<file path="src/rtl/assert_macros.svh">
// assertion macros included by the prioritiser top level
`ifndef ASSERT_MACROS_SVH
`define ASSERT_MACROS_SVH
`ifndef ASSERT_OFF
// same-cycle implication, checked on the rising edge of clk_i outside reset
`define ASSERT_IMP(name, ante, cons) \
  name: assert property (@(posedge clk_i) disable iff (!rst_ni) (ante) |-> (cons)) \
    else $error("assertion failed");
// next-cycle implication
`define ASSERT_NEXT(name, ante, cons) \
  name: assert property (@(posedge clk_i) disable iff (!rst_ni) (ante) |=> (cons)) \
    else $error("assertion failed");
`else
`define ASSERT_IMP(name, ante, cons)
`define ASSERT_NEXT(name, ante, cons)
`endif
`endif

</file>
<file path="src/rtl/utip_pkg.sv">
// types, codes and constants of the interrupt prioritiser
package utip_pkg;

  localparam int NUM_TIMERS     = 5;
  localparam int TICK_DECREMENT = 15;
  localparam int CNT_W          = 15;
  localparam int CHAIN_W        = 8;

  localparam logic [2:0] OP_TICK  = 3'd0;
  localparam logic [2:0] OP_LOAD  = 3'd1;
  localparam logic [2:0] OP_MASK  = 3'd2;
  localparam logic [2:0] OP_ACK   = 3'd3;
  localparam logic [2:0] OP_TX    = 3'd4;
  localparam logic [2:0] OP_SENSE = 3'd5;

  localparam logic [1:0] TX_WRITTEN = 2'd0;
  localparam logic [1:0] TX_DONE    = 2'd1;
  localparam logic [1:0] TX_DUE     = 2'd2;

  localparam logic [7:0] VEC_TIMER1 = 8'hc7;
  localparam logic [7:0] VEC_TIMER2 = 8'hcf;
  localparam logic [7:0] VEC_DISK   = 8'hd7;
  localparam logic [7:0] VEC_TIMER3 = 8'hdf;
  localparam logic [7:0] VEC_RX     = 8'he7;
  localparam logic [7:0] VEC_TX     = 8'hef;
  localparam logic [7:0] VEC_TIMER4 = 8'hf7;
  localparam logic [7:0] VEC_TOP    = 8'hff;
  localparam logic [7:0] VEC_SENSE  = 8'hd7;
  localparam logic [7:0] VEC_NONE   = 8'hff;

  // bus vectors of units 1a and 1b: sense, receive, transmit
  localparam logic [1:0][7:0] BUS_SENSE = {8'h34, 8'h24};
  localparam logic [1:0][7:0] BUS_RX    = {8'h38, 8'h28};
  localparam logic [1:0][7:0] BUS_TX    = {8'h3a, 8'h2a};

  localparam logic [7:0] PADDR_RST7 = 8'h00;

  typedef struct packed {
    logic [2:0]       op;
    logic [2:0]       unit;
    logic [CNT_W-1:0] value;
    logic             disk_done;
    logic             rx_ready_a0;
    logic             rx_ready_a1;
    logic             rx_ready_b1;
    logic             clock_event;
  } item_t;

  typedef struct packed {
    logic [NUM_TIMERS-1:0][CNT_W-1:0] timer_cnt;
    logic [NUM_TIMERS-1:0]            timer_pend;
    logic                             irq_busy;
    logic [7:0]                       irq_vector;
    logic [2:0][7:0]                  unit_vector;
    logic [2:0]                       unit_pending;
    logic [2:0][7:0]                  int_mask;
    logic [1:0]                       tx_state_a0;
    logic [1:0]                       tx_empty_pending;
    logic [1:0]                       sense_flag;
    logic                             clock_flag;
  } state_t;

  function automatic state_t state_reset();
    state_t s;
    s = '0;
    s.unit_vector = {3{VEC_NONE}};
    s.tx_state_a0 = TX_DONE;
    return s;
  endfunction

endpackage

</file>
<file path="src/rtl/utip_step.sv">
// next-state logic for one item: timer countdown, the priority chain, and the load, mask, ack, tx and sense ops
module utip_step (
  input  utip_pkg::state_t state_i,
  input  utip_pkg::item_t  item_i,
  input  logic             rst7_mode_i,
  output utip_pkg::state_t state_o
);

  utip_pkg::state_t                n;
  logic                            hit;
  logic [utip_pkg::CHAIN_W-1:0]    tp;
  logic [utip_pkg::CHAIN_W-1:0]    take;
  logic [7:0]                      m0;
  logic [1:0]                      rx1;

  always_comb begin
    n    = state_i;
    hit  = 1'b0;
    tp   = '0;
    take = '0;
    m0   = state_i.int_mask[0];
    rx1  = {item_i.rx_ready_b1, item_i.rx_ready_a1};
    unique case (item_i.op)
      utip_pkg::OP_TICK: begin
        if (item_i.clock_event) begin
          n.clock_flag = 1'b1;
        end
        if (n.tx_state_a0 == utip_pkg::TX_WRITTEN) begin
          n.tx_state_a0 = utip_pkg::TX_DUE;
        end
        for (int k = 0; k < utip_pkg::NUM_TIMERS; k++) begin
          if (!n.timer_pend[k] && n.timer_cnt[k] != '0) begin
            if (n.timer_cnt[k] <= utip_pkg::CNT_W'(utip_pkg::TICK_DECREMENT)) begin
              n.timer_cnt[k]  = '0;
              n.timer_pend[k] = 1'b1;
            end else begin
              n.timer_cnt[k] = n.timer_cnt[k] - utip_pkg::CNT_W'(utip_pkg::TICK_DECREMENT);
            end
          end
        end
        tp[utip_pkg::NUM_TIMERS-1:0] = n.timer_pend;
        if (!state_i.irq_busy) begin
          priority if (tp[0] && m0[0]) begin
            take[0] = 1'b1;
            hit = 1'b1;
            n.unit_vector[0] = utip_pkg::VEC_TIMER1;
            n.irq_vector     = utip_pkg::VEC_TIMER1;
          end else if (tp[1] && m0[1]) begin
            take[1] = 1'b1;
            hit = 1'b1;
            n.unit_vector[0] = utip_pkg::VEC_TIMER2;
            n.irq_vector     = utip_pkg::VEC_TIMER2;
          end else if (item_i.disk_done && m0[2]) begin
            hit = 1'b1;
            n.unit_vector[0] = utip_pkg::VEC_DISK;
            n.irq_vector     = utip_pkg::VEC_DISK;
          end else if (tp[2] && m0[3]) begin
            take[2] = 1'b1;
            hit = 1'b1;
            n.unit_vector[0] = utip_pkg::VEC_TIMER3;
            n.irq_vector     = utip_pkg::VEC_TIMER3;
          end else if (item_i.rx_ready_a0 && m0[4]) begin
            hit = 1'b1;
            n.unit_vector[0] = utip_pkg::VEC_RX;
            n.irq_vector     = utip_pkg::VEC_RX;
          end else begin
            if (n.tx_state_a0 == utip_pkg::TX_DUE) begin
              n.tx_state_a0 = utip_pkg::TX_DONE;
              if (m0[5]) begin
                hit = 1'b1;
                n.unit_vector[0] = utip_pkg::VEC_TX;
                n.irq_vector     = utip_pkg::VEC_TX;
              end
            end
            if (!hit) begin
              priority if (tp[3] && m0[6]) begin
                take[3] = 1'b1;
                hit = 1'b1;
                n.unit_vector[0] = utip_pkg::VEC_TIMER4;
                n.irq_vector     = utip_pkg::VEC_TIMER4;
              end else if (!rst7_mode_i && tp[4] && m0[7]) begin
                take[4] = 1'b1;
                hit = 1'b1;
                n.unit_vector[0] = utip_pkg::VEC_TOP;
                n.irq_vector     = utip_pkg::VEC_TOP;
              end else if (n.clock_flag && rst7_mode_i) begin
                n.clock_flag = 1'b0;
                if (m0[7]) begin
                  hit = 1'b1;
                  n.unit_vector[0] = utip_pkg::VEC_TOP;
                  n.irq_vector     = utip_pkg::VEC_TOP;
                end
              end
            end
          end
          if (hit) begin
            n.unit_pending[0] = 1'b1;
          end else begin
            n.unit_vector[0]  = utip_pkg::VEC_NONE;
            n.unit_pending[0] = 1'b0;
            // units 1a and 1b in turn
            for (int s = 0; s < 2; s++) begin
              if (!hit) begin
                if (n.sense_flag[s]) begin
                  n.unit_pending[s+1] = 1'b1;
                  n.unit_vector[s+1]  = utip_pkg::VEC_SENSE;
                  if (state_i.int_mask[s+1][2]) begin
                    n.sense_flag[s] = 1'b0;
                    n.irq_vector    = utip_pkg::BUS_SENSE[s];
                    hit = 1'b1;
                  end
                end
                if (!hit && rx1[s] && state_i.int_mask[s+1][4]) begin
                  n.unit_pending[s+1] = 1'b1;
                  n.unit_vector[s+1]  = utip_pkg::VEC_RX;
                  n.irq_vector        = utip_pkg::BUS_RX[s];
                  hit = 1'b1;
                end
                if (!hit && n.tx_empty_pending[s]) begin
                  n.tx_empty_pending[s] = 1'b0;
                  if (state_i.int_mask[s+1][5]) begin
                    n.unit_pending[s+1] = 1'b1;
                    n.unit_vector[s+1]  = utip_pkg::VEC_TX;
                    n.irq_vector        = utip_pkg::BUS_TX[s];
                    hit = 1'b1;
                  end
                end
                if (!hit) begin
                  n.unit_pending[s+1] = 1'b0;
                  n.unit_vector[s+1]  = utip_pkg::VEC_NONE;
                end
              end
            end
          end
          if (hit) begin
            n.irq_busy = 1'b1;
          end
          for (int k = 0; k < utip_pkg::NUM_TIMERS; k++) begin
            if (take[k]) begin
              n.timer_pend[k] = 1'b0;
              n.timer_cnt[k]  = '0;
            end
          end
        end
      end
      utip_pkg::OP_LOAD: begin
        for (int k = 0; k < utip_pkg::NUM_TIMERS; k++) begin
          if (item_i.unit == 3'(k)) begin
            n.timer_cnt[k]  = item_i.value;
            n.timer_pend[k] = 1'b0;
          end
        end
      end
      utip_pkg::OP_MASK: begin
        for (int u = 0; u < 3; u++) begin
          if (item_i.unit == 3'(u)) begin
            n.int_mask[u] = item_i.value[7:0];
          end
        end
      end
      utip_pkg::OP_ACK: begin
        n.irq_busy = 1'b0;
      end
      utip_pkg::OP_TX: begin
        if (item_i.unit == 3'd0) begin
          n.tx_state_a0 = utip_pkg::TX_WRITTEN;
        end
        for (int s = 0; s < 2; s++) begin
          if (item_i.unit == 3'(s + 1)) begin
            n.tx_empty_pending[s] = 1'b1;
          end
        end
      end
      utip_pkg::OP_SENSE: begin
        for (int s = 0; s < 2; s++) begin
          if (item_i.unit == 3'(s + 1)) begin
            n.sense_flag[s] = 1'b1;
          end
        end
      end
      default: begin
        n = state_i;
      end
    endcase
    state_o = n;
  end

endmodule

</file>
<file path="src/rtl/uart_timer_interrupt_prioritizer.sv">
// Interrupt prioritiser for three serial units with five countdown timers on unit 0a.
// Every input beat is one operation (tick, timer load, mask write, acknowledge, transmit
// write, port sense) and yields exactly one output beat showing the interrupt state after
// it. An operation is applied in the cycle it is accepted: the state registers and the
// output register are loaded together from one pass of next-state logic, so the block
// takes one beat per cycle, and a result appears on the output the cycle after its input
// beat. The output register lets a new beat in while the previous result is being taken;
// input is held off only while that register is full and not being read.
module uart_timer_interrupt_prioritizer (
  input  logic        clk_i,
  input  logic        rst_ni,
  // apb configuration
  input  logic        psel,
  input  logic        penable,
  input  logic        pwrite,
  input  logic [2:0]  paddr,
  input  logic [31:0] pwdata,
  output logic [31:0] prdata,
  output logic        pready,
  // input stream
  input  logic        s_axis_tvalid,
  output logic        s_axis_tready,
  // unit, value, disk_done, rx_ready_a0, rx_ready_a1, rx_ready_b1, clock_event
  input  logic [23:0] s_axis_tdata,
  // operation
  input  logic [2:0]  s_axis_tuser,
  // result stream
  output logic        m_axis_tvalid,
  input  logic        m_axis_tready,
  // irq_active, bus_vector, vector_a0, vector_a1, vector_b1, pending_a0, pending_a1,
  // pending_b1
  output logic [39:0] m_axis_tdata
);

  utip_pkg::state_t state_q;
  utip_pkg::state_t state_d;
  utip_pkg::item_t  item;
  logic             rst7_mode_q;
  logic             m_valid_q;
  logic [39:0]      m_data_q;
  logic [39:0]      m_data_d;
  logic             s_fire;
  logic             cfg_wr;

  assign pready = 1'b1;
  assign cfg_wr = psel && penable && pwrite && (paddr == utip_pkg::PADDR_RST7[2:0]);
  assign prdata = (paddr == utip_pkg::PADDR_RST7[2:0]) ? {31'b0, rst7_mode_q} : '0;

  assign s_axis_tready = !m_valid_q || m_axis_tready;
  assign s_fire        = s_axis_tvalid && s_axis_tready;

  assign item.op          = s_axis_tuser;
  assign item.unit        = s_axis_tdata[2:0];
  assign item.value       = s_axis_tdata[17:3];
  assign item.disk_done   = s_axis_tdata[18];
  assign item.rx_ready_a0 = s_axis_tdata[19];
  assign item.rx_ready_a1 = s_axis_tdata[20];
  assign item.rx_ready_b1 = s_axis_tdata[21];
  assign item.clock_event = s_axis_tdata[22];

  utip_step u_step (
    .state_i     (state_q),
    .item_i      (item),
    .rst7_mode_i (rst7_mode_q),
    .state_o     (state_d)
  );

  assign m_data_d = {4'b0, state_d.unit_pending[2], state_d.unit_pending[1],
                     state_d.unit_pending[0], state_d.unit_vector[2], state_d.unit_vector[1],
                     state_d.unit_vector[0], state_d.irq_vector, state_d.irq_busy};

  always_ff @(posedge clk_i or negedge rst_ni) begin
    if (!rst_ni) begin
      state_q     <= utip_pkg::state_reset();
      rst7_mode_q <= 1'b0;
      m_valid_q   <= 1'b0;
    end else begin
      if (cfg_wr) begin
        rst7_mode_q <= pwdata[0];
      end
      if (s_fire) begin
        state_q   <= state_d;
        m_valid_q <= 1'b1;
      end else if (m_axis_tready) begin
        m_valid_q <= 1'b0;
      end
    end
  end

  always_ff @(posedge clk_i) begin
    if (s_fire) begin
      m_data_q <= m_data_d;
    end
  end

  assign m_axis_tvalid = m_valid_q;
  assign m_axis_tdata  = m_data_q;

`include "assert_macros.svh"

  `ASSERT_NEXT(a_beat_gives_result, s_fire, m_axis_tvalid)
  `ASSERT_NEXT(a_ack_clears_busy, s_fire && item.op == utip_pkg::OP_ACK, !state_q.irq_busy)
  `ASSERT_IMP(a_busy_has_vector, state_q.irq_busy, state_q.irq_vector != 8'h00)
  `ASSERT_IMP(a_pend_1a_vector, state_q.unit_pending[1],
              state_q.unit_vector[1] != utip_pkg::VEC_NONE)
  `ASSERT_IMP(a_pend_1b_vector, state_q.unit_pending[2],
              state_q.unit_vector[2] != utip_pkg::VEC_NONE)

endmodule
</file>
<file path="config.mk">
export PLATFORM = sky130hd
export DESIGN_NAME = uart_timer_interrupt_prioritizer
export DESIGN_NICKNAME = d
export VERILOG_FILES = /design/src/rtl/utip_pkg.sv /design/src/rtl/utip_step.sv /design/src/rtl/uart_timer_interrupt_prioritizer.sv
export VERILOG_INCLUDE_DIRS = /design/src /design/src/rtl
export SDC_FILE = /design/constraint.sdc
export NUM_CORES = 1
export LEC_CHECK = 0
export BUFFER_PORTS_ARGS = -buffer_cell sky130_fd_sc_hd__buf_4
export CORE_MARGIN = 2
export CORE_UTILIZATION = 30
export CTS_CLUSTER_DIAMETER = 50
export DETAILED_ROUTE_END_ITERATION = 12
export PLACE_DENSITY_LB_ADDON = 0.3
export SETUP_SLACK_MARGIN = 0.15
export SLEW_MARGIN = 20
export SYNTH_ARGS = -nofsm -noshare
export SYNTH_HDL_FRONTEND = slang
export SYNTH_HIERARCHICAL = 1
export SYNTH_SLANG_ARGS = --single-unit
</file>
<file path="constraint.sdc">
create_clock -name clk_i -period 3 [get_ports clk_i]
set_input_delay 0.6 -clock clk_i [delete_from_list [all_inputs] [get_ports clk_i]]
set_output_delay 0.6 -clock clk_i [all_outputs]
set_load 0.02 [all_outputs]
</file>
### Word level (Yosys, flattened, before mapping)

Index checks and enable logic that the tools add are counted.

* order comparisons: 5
* add/subtract/negate cells: 5
* mux-type cells: 221
* equality and inequality tests: 25
* reduce and logical (&&, ||, !) cells: 63

Operator list (number)
* 8-bit two-way mux: 41
* 15-bit two-way mux: 20
* 80-bit one-hot mux with 2 select lines: 1
* 1-bit two-way mux: 129
* 116-bit two-way mux: 1
* 16-bit two-way mux: 5
* 15-bit by 4-bit less-or-equal comparator with 1-bit output, second input constant: 5
* 15-bit nonzero test: 5
* 15-bit by 4-bit subtractor with 15-bit output, second input constant: 5
* 35-bit two-way mux: 1
* 34-bit two-way mux: 1
* 3-bit AND reduction: 9
* 1-bit logical AND: 24
* 2-bit two-way mux: 12
* 2-bit by 1-bit != test with 1-bit output, second input constant: 12
* 4-bit two-way mux: 4
* 3-bit by 2-bit == test with 1-bit output, second input constant: 4
* 6-bit AND reduction: 2
* 1-bit logical NOT: 11
* 3-bit == test, second input constant: 3
* 3-bit logical NOT: 3
* 4-bit one-hot mux with 2 select lines: 1
* 2-bit nonzero test: 4
* 7-bit two-way mux: 1
* other kinds (11): 15

* logic and storage cells: 347
* register bits after elaboration: 181
* input port bits: 69
* output and inout bits: 75

### Logic depth before layout (Yosys ltp)

* depth after elaboration: 65
* mapped depth: 12
* gate-level depth less buffers: 10

### Cells and area by module

Netlist, hierarchy kept.

By module, submodules not included
* uart_timer_interrupt_prioritizer: sequential area each 4840.9 um^2, times used 1, cells an instance 394, area each 7553.5 um^2
* utip_step: sequential area each 0.0 um^2, times used 1, cells an instance 782, area each 4599.4 um^2

### Least setup slack after synthesis

OpenSTA, ideal clock, no wires.

* path type: flip-flop to flip-flop
* start point: reg state_q[80] (netlist bit)
* end point: reg state_q[33] (netlist bit)
* setup slack: -0.142 ns
* data arrival time: 3.017 ns
* required time: 2.875 ns
* setup time: 0.125 ns
* clock period less this slack: 3.142 ns
* stages on the path, launching flop included: 9
* buffers on the path: 1
* cell sequence: dfrtp_1 > or4_4 > or4_1 > clkbuf_2 > o31ai_4 > nor4_1 > nand4_1 > mux2_2 > mux2_2

RTL lines
* from (decl): RTL line uart_timer_interrupt_prioritizer.sv:35 `utip_pkg::state_t state_q;`
* from (signal assigned): RTL line uart_timer_interrupt_prioritizer.sv:74 `state_q <= utip_pkg::state_reset();`
* from (signal assigned): RTL line uart_timer_interrupt_prioritizer.sv:82 `state_q <= state_d;`

==> summary.md <==
| Metric | Value |
|---|---|
| Setup Viol. Count Final | `0` |
| GRT Residual Overflow | `0` |
| Multi-input logic area | `0.006792 mm^2` |
| WS Path Type | `reg -> reg` |
| Crit path DAT | `about 3.2 ns` |
| Number of diodes | `0` |
| Clock latency on the worst-skew pair | `0.44 ns` |
| Max-Slew Margin vs Limit | `31.22%` |
| Root Buffer | `clkbuf_16` |
| Area Growth Syn to Fin | `23.97%` |
| Routed WL per cell | `18.35 um` |
| Max Root-Sink Buffers | `2` |
| Initial antenna violation count | `0` |
| Die ar. | `between 0.04 and 0.05 mm^2` |
| TritonCTS Buffers | `17` |
| CP Launch Type | `register` |
| Post-Syn Instances | `1138` |
| Number of nets still failing antenna checks after routing | `0` |
| DRC | `0` |
| Endpoints failing hold | `0` |
| Crit-path cells | `or4_4, or4_4, o31ai_4, buf_12, buf_6, nor4_4, nand4_1, buf_6, mux2_4, mux2_4` |
| Vias in the first global route | `9128` |
| Final cell count without fillers | `1841` |
| Final min period | `2.919 ns` |
| Hpwl dp | `22940 um` |
| Via density | `5.247` |
| Worst-Margin Slew | `1.028 ns` |
| Final Max Tran Viols | `0` |
| TritonRoute pass-1 iters | `5` |
| Syn_area_per_cell | `10.18 um^2` |
| Critical path required time | `3.32 ns` |
| TritonCTS clock tree | `yes` |
| FF-to-FF setup slack | `between 0.08 and 0.09 ns` |
| R2r startpoint | `state_q[78]` |
| Outcome | `finished, final reports clean` |
| GPL Wtd Cong | `0.8626` |
| Worst-path clk slew | `0.07 ns` |
| Die height | `200.5 um` |
| CP max-delay cell | `or4_4` |
| Cell Area, Synth | `0.01158 mm^2` |
| First-pass GRT wire length | `~52000 um` |
| Static leakage | `6.085 nW` |
| Filler Cells Inserted | `about 3800` |
| Starting density of the core | `30.61%` |
| Crit end category | `register` |
| Setup TNS | `0 ns` |
| Row count | `71` |
| Port buffer count | `75` |
| Power density over cell area | `882.0 mW/mm^2` |
| Chip width | `200.5 um` |
| Iter 0 DRT Violations | `754` |
| Ports | `144` |
| Max_cap viols | `0` |
| Clk sinks | `174` |
| H-tree depth | `4` |
| CTS Hold Buffers Added | `0` |
| Worst reg-to-reg path cell count | `10` |
| Routed WL | `33780 um` |
| Final Skew | `0.01169 ns` |
| Fin crit share | `97.31%` |
| Register area | `0.004566 mm^2` |
| Fmax | `342.5 MHz` |
| DR vias | `~9700` |
| Unrepaired setup endpoints after global routing | `yes` |
| Dpl cells | `between 1500 and 2000` |
| Nets | `1396` |
| Classification of the worst-slack hold path | `in -> async` |
| Yosys warns | `6` |
| Max FO, Critical Path | `9` |
| Largest net degree at the start of global routing | `69` |
| Core area | `0.03784 mm^2` |
| Final Util | `37.95%` |
| Share of layout cells above drive strength 1 | `between 30% and 40%` |
| Worst path max stage delay | `around 0.55 ns` |
| R2r endpoint | `state_q[33]` |
| GRT Total Usage | `16.37%` |
| IR drop worst, VDD | `392.3 uV` |
-- critical path: cells and delay by family (launching register included) --
| family | cells | cell delay [ns] |
|---|---|---|
| multiplexers | 2 | 0.56 |
| flip-flops | 1 | 0.38 |
| AO/OA/AOI/OAI | 1 | 0.24 |
| buffers and inverters | 3 | 0.42 |
| AND/OR/NAND/NOR | 4 | 1.19 |
-- layout by cell type, fill, tap and decap left out, types with 6 or more instances in the layout --
cell type and count:
buf_4 191, mux2_4 117, nand2_1 115, dfrtp_1 113, o21ai_0 75, nor2_1 72, a21oi_1 45, mux2_2 38
conb_1 36, edfxtp_1 36, nor3_1 28, dfstp_2 25, a22oi_1 25, nand2b_1 24, nand3_1 21, inv_1 20
nand4_1 18, clkbuf_16 17, a31oi_1 14, or3_1 13, nor4_1 13, xnor2_1 12, buf_6 11, o211ai_1 11
o21ai_1 10, a221o_1 10, o221ai_1 9, o311ai_1 9, ha_1 8, inv_6 7, buf_12 7, or2_2 7
a21o_1 7, nor3b_1 7, nor2b_1 7, nor2_2 6
-- area by class of cell --
cell class	instances	area share [%]
inverter	25	0.6535
multi-input combinational	890	47.29
tap	511	4.452
clock inverter	14	0.9933
clock buffer	18	2.989
sequential	174	31.79
timing repair buffer	209	11.82
-- flip-flops by register name, summed over array words and instances (netlist names) --
register and cells:
state_q 136, m_axis_tvalid 1, rst7_mode_q 1, m_axis_tdata 36
-- timing repair --
item	4_1_cts	5_1_grt
setup buffers	9	10
setup endpoints to repair	66	88
cloned	2	1
resized for setup	30	73
endpoints found under the hold margin	0	0
pin swaps	9	28
-- routing by layer --
layer  track usage (%)  routed length (um)
met1             22.88               15620
met2             25.32               15190
met3             3.068                2028
met4             5.661                 943
met5                 0                   0
-- per-stage QoR --
step	power, mW	setup slack (ns)	area (um^2)	hold slack, ns
after detailed placement	9.923	-0.08600	13270	0.4935
after global placement	9.818	-0.1252	13270	0.4915
after floorplan	8.166	-0.01945	11810	0.3044
after CTS	12.40	0.1030	14050	0.06462
final	12.67	0.08056	14360	0.06658
after global routing	13.54	0.0002938	14360	0.08048
-- worst max path at each step --
stage                            from           to  slack, ns  depth (start not counted)
after floorplan           state_q[78]  state_q[37]      -0.02                          9
after global placement    state_q[72]  state_q[90]      -0.13                         12
after detailed placement  state_q[72]  state_q[94]      -0.09                         11
after CTS                 state_q[78]  state_q[33]       0.10                         10
after global routing      state_q[78]  state_q[33]     0.0003                         10
final                     state_q[78]  state_q[33]       0.08                         10
-- power by group --
group | internal, mW | total (mW) | leakage (nW) | switching [mW]
Combinational | 3.24 | 6.17 | 3.76 | 2.93
Sequential | 3.49 | 4.26 | 2.04 | 0.773
Clock | 1.18 | 2.23 | 0.283 | 1.05
(Power assumes the default switching activity.)
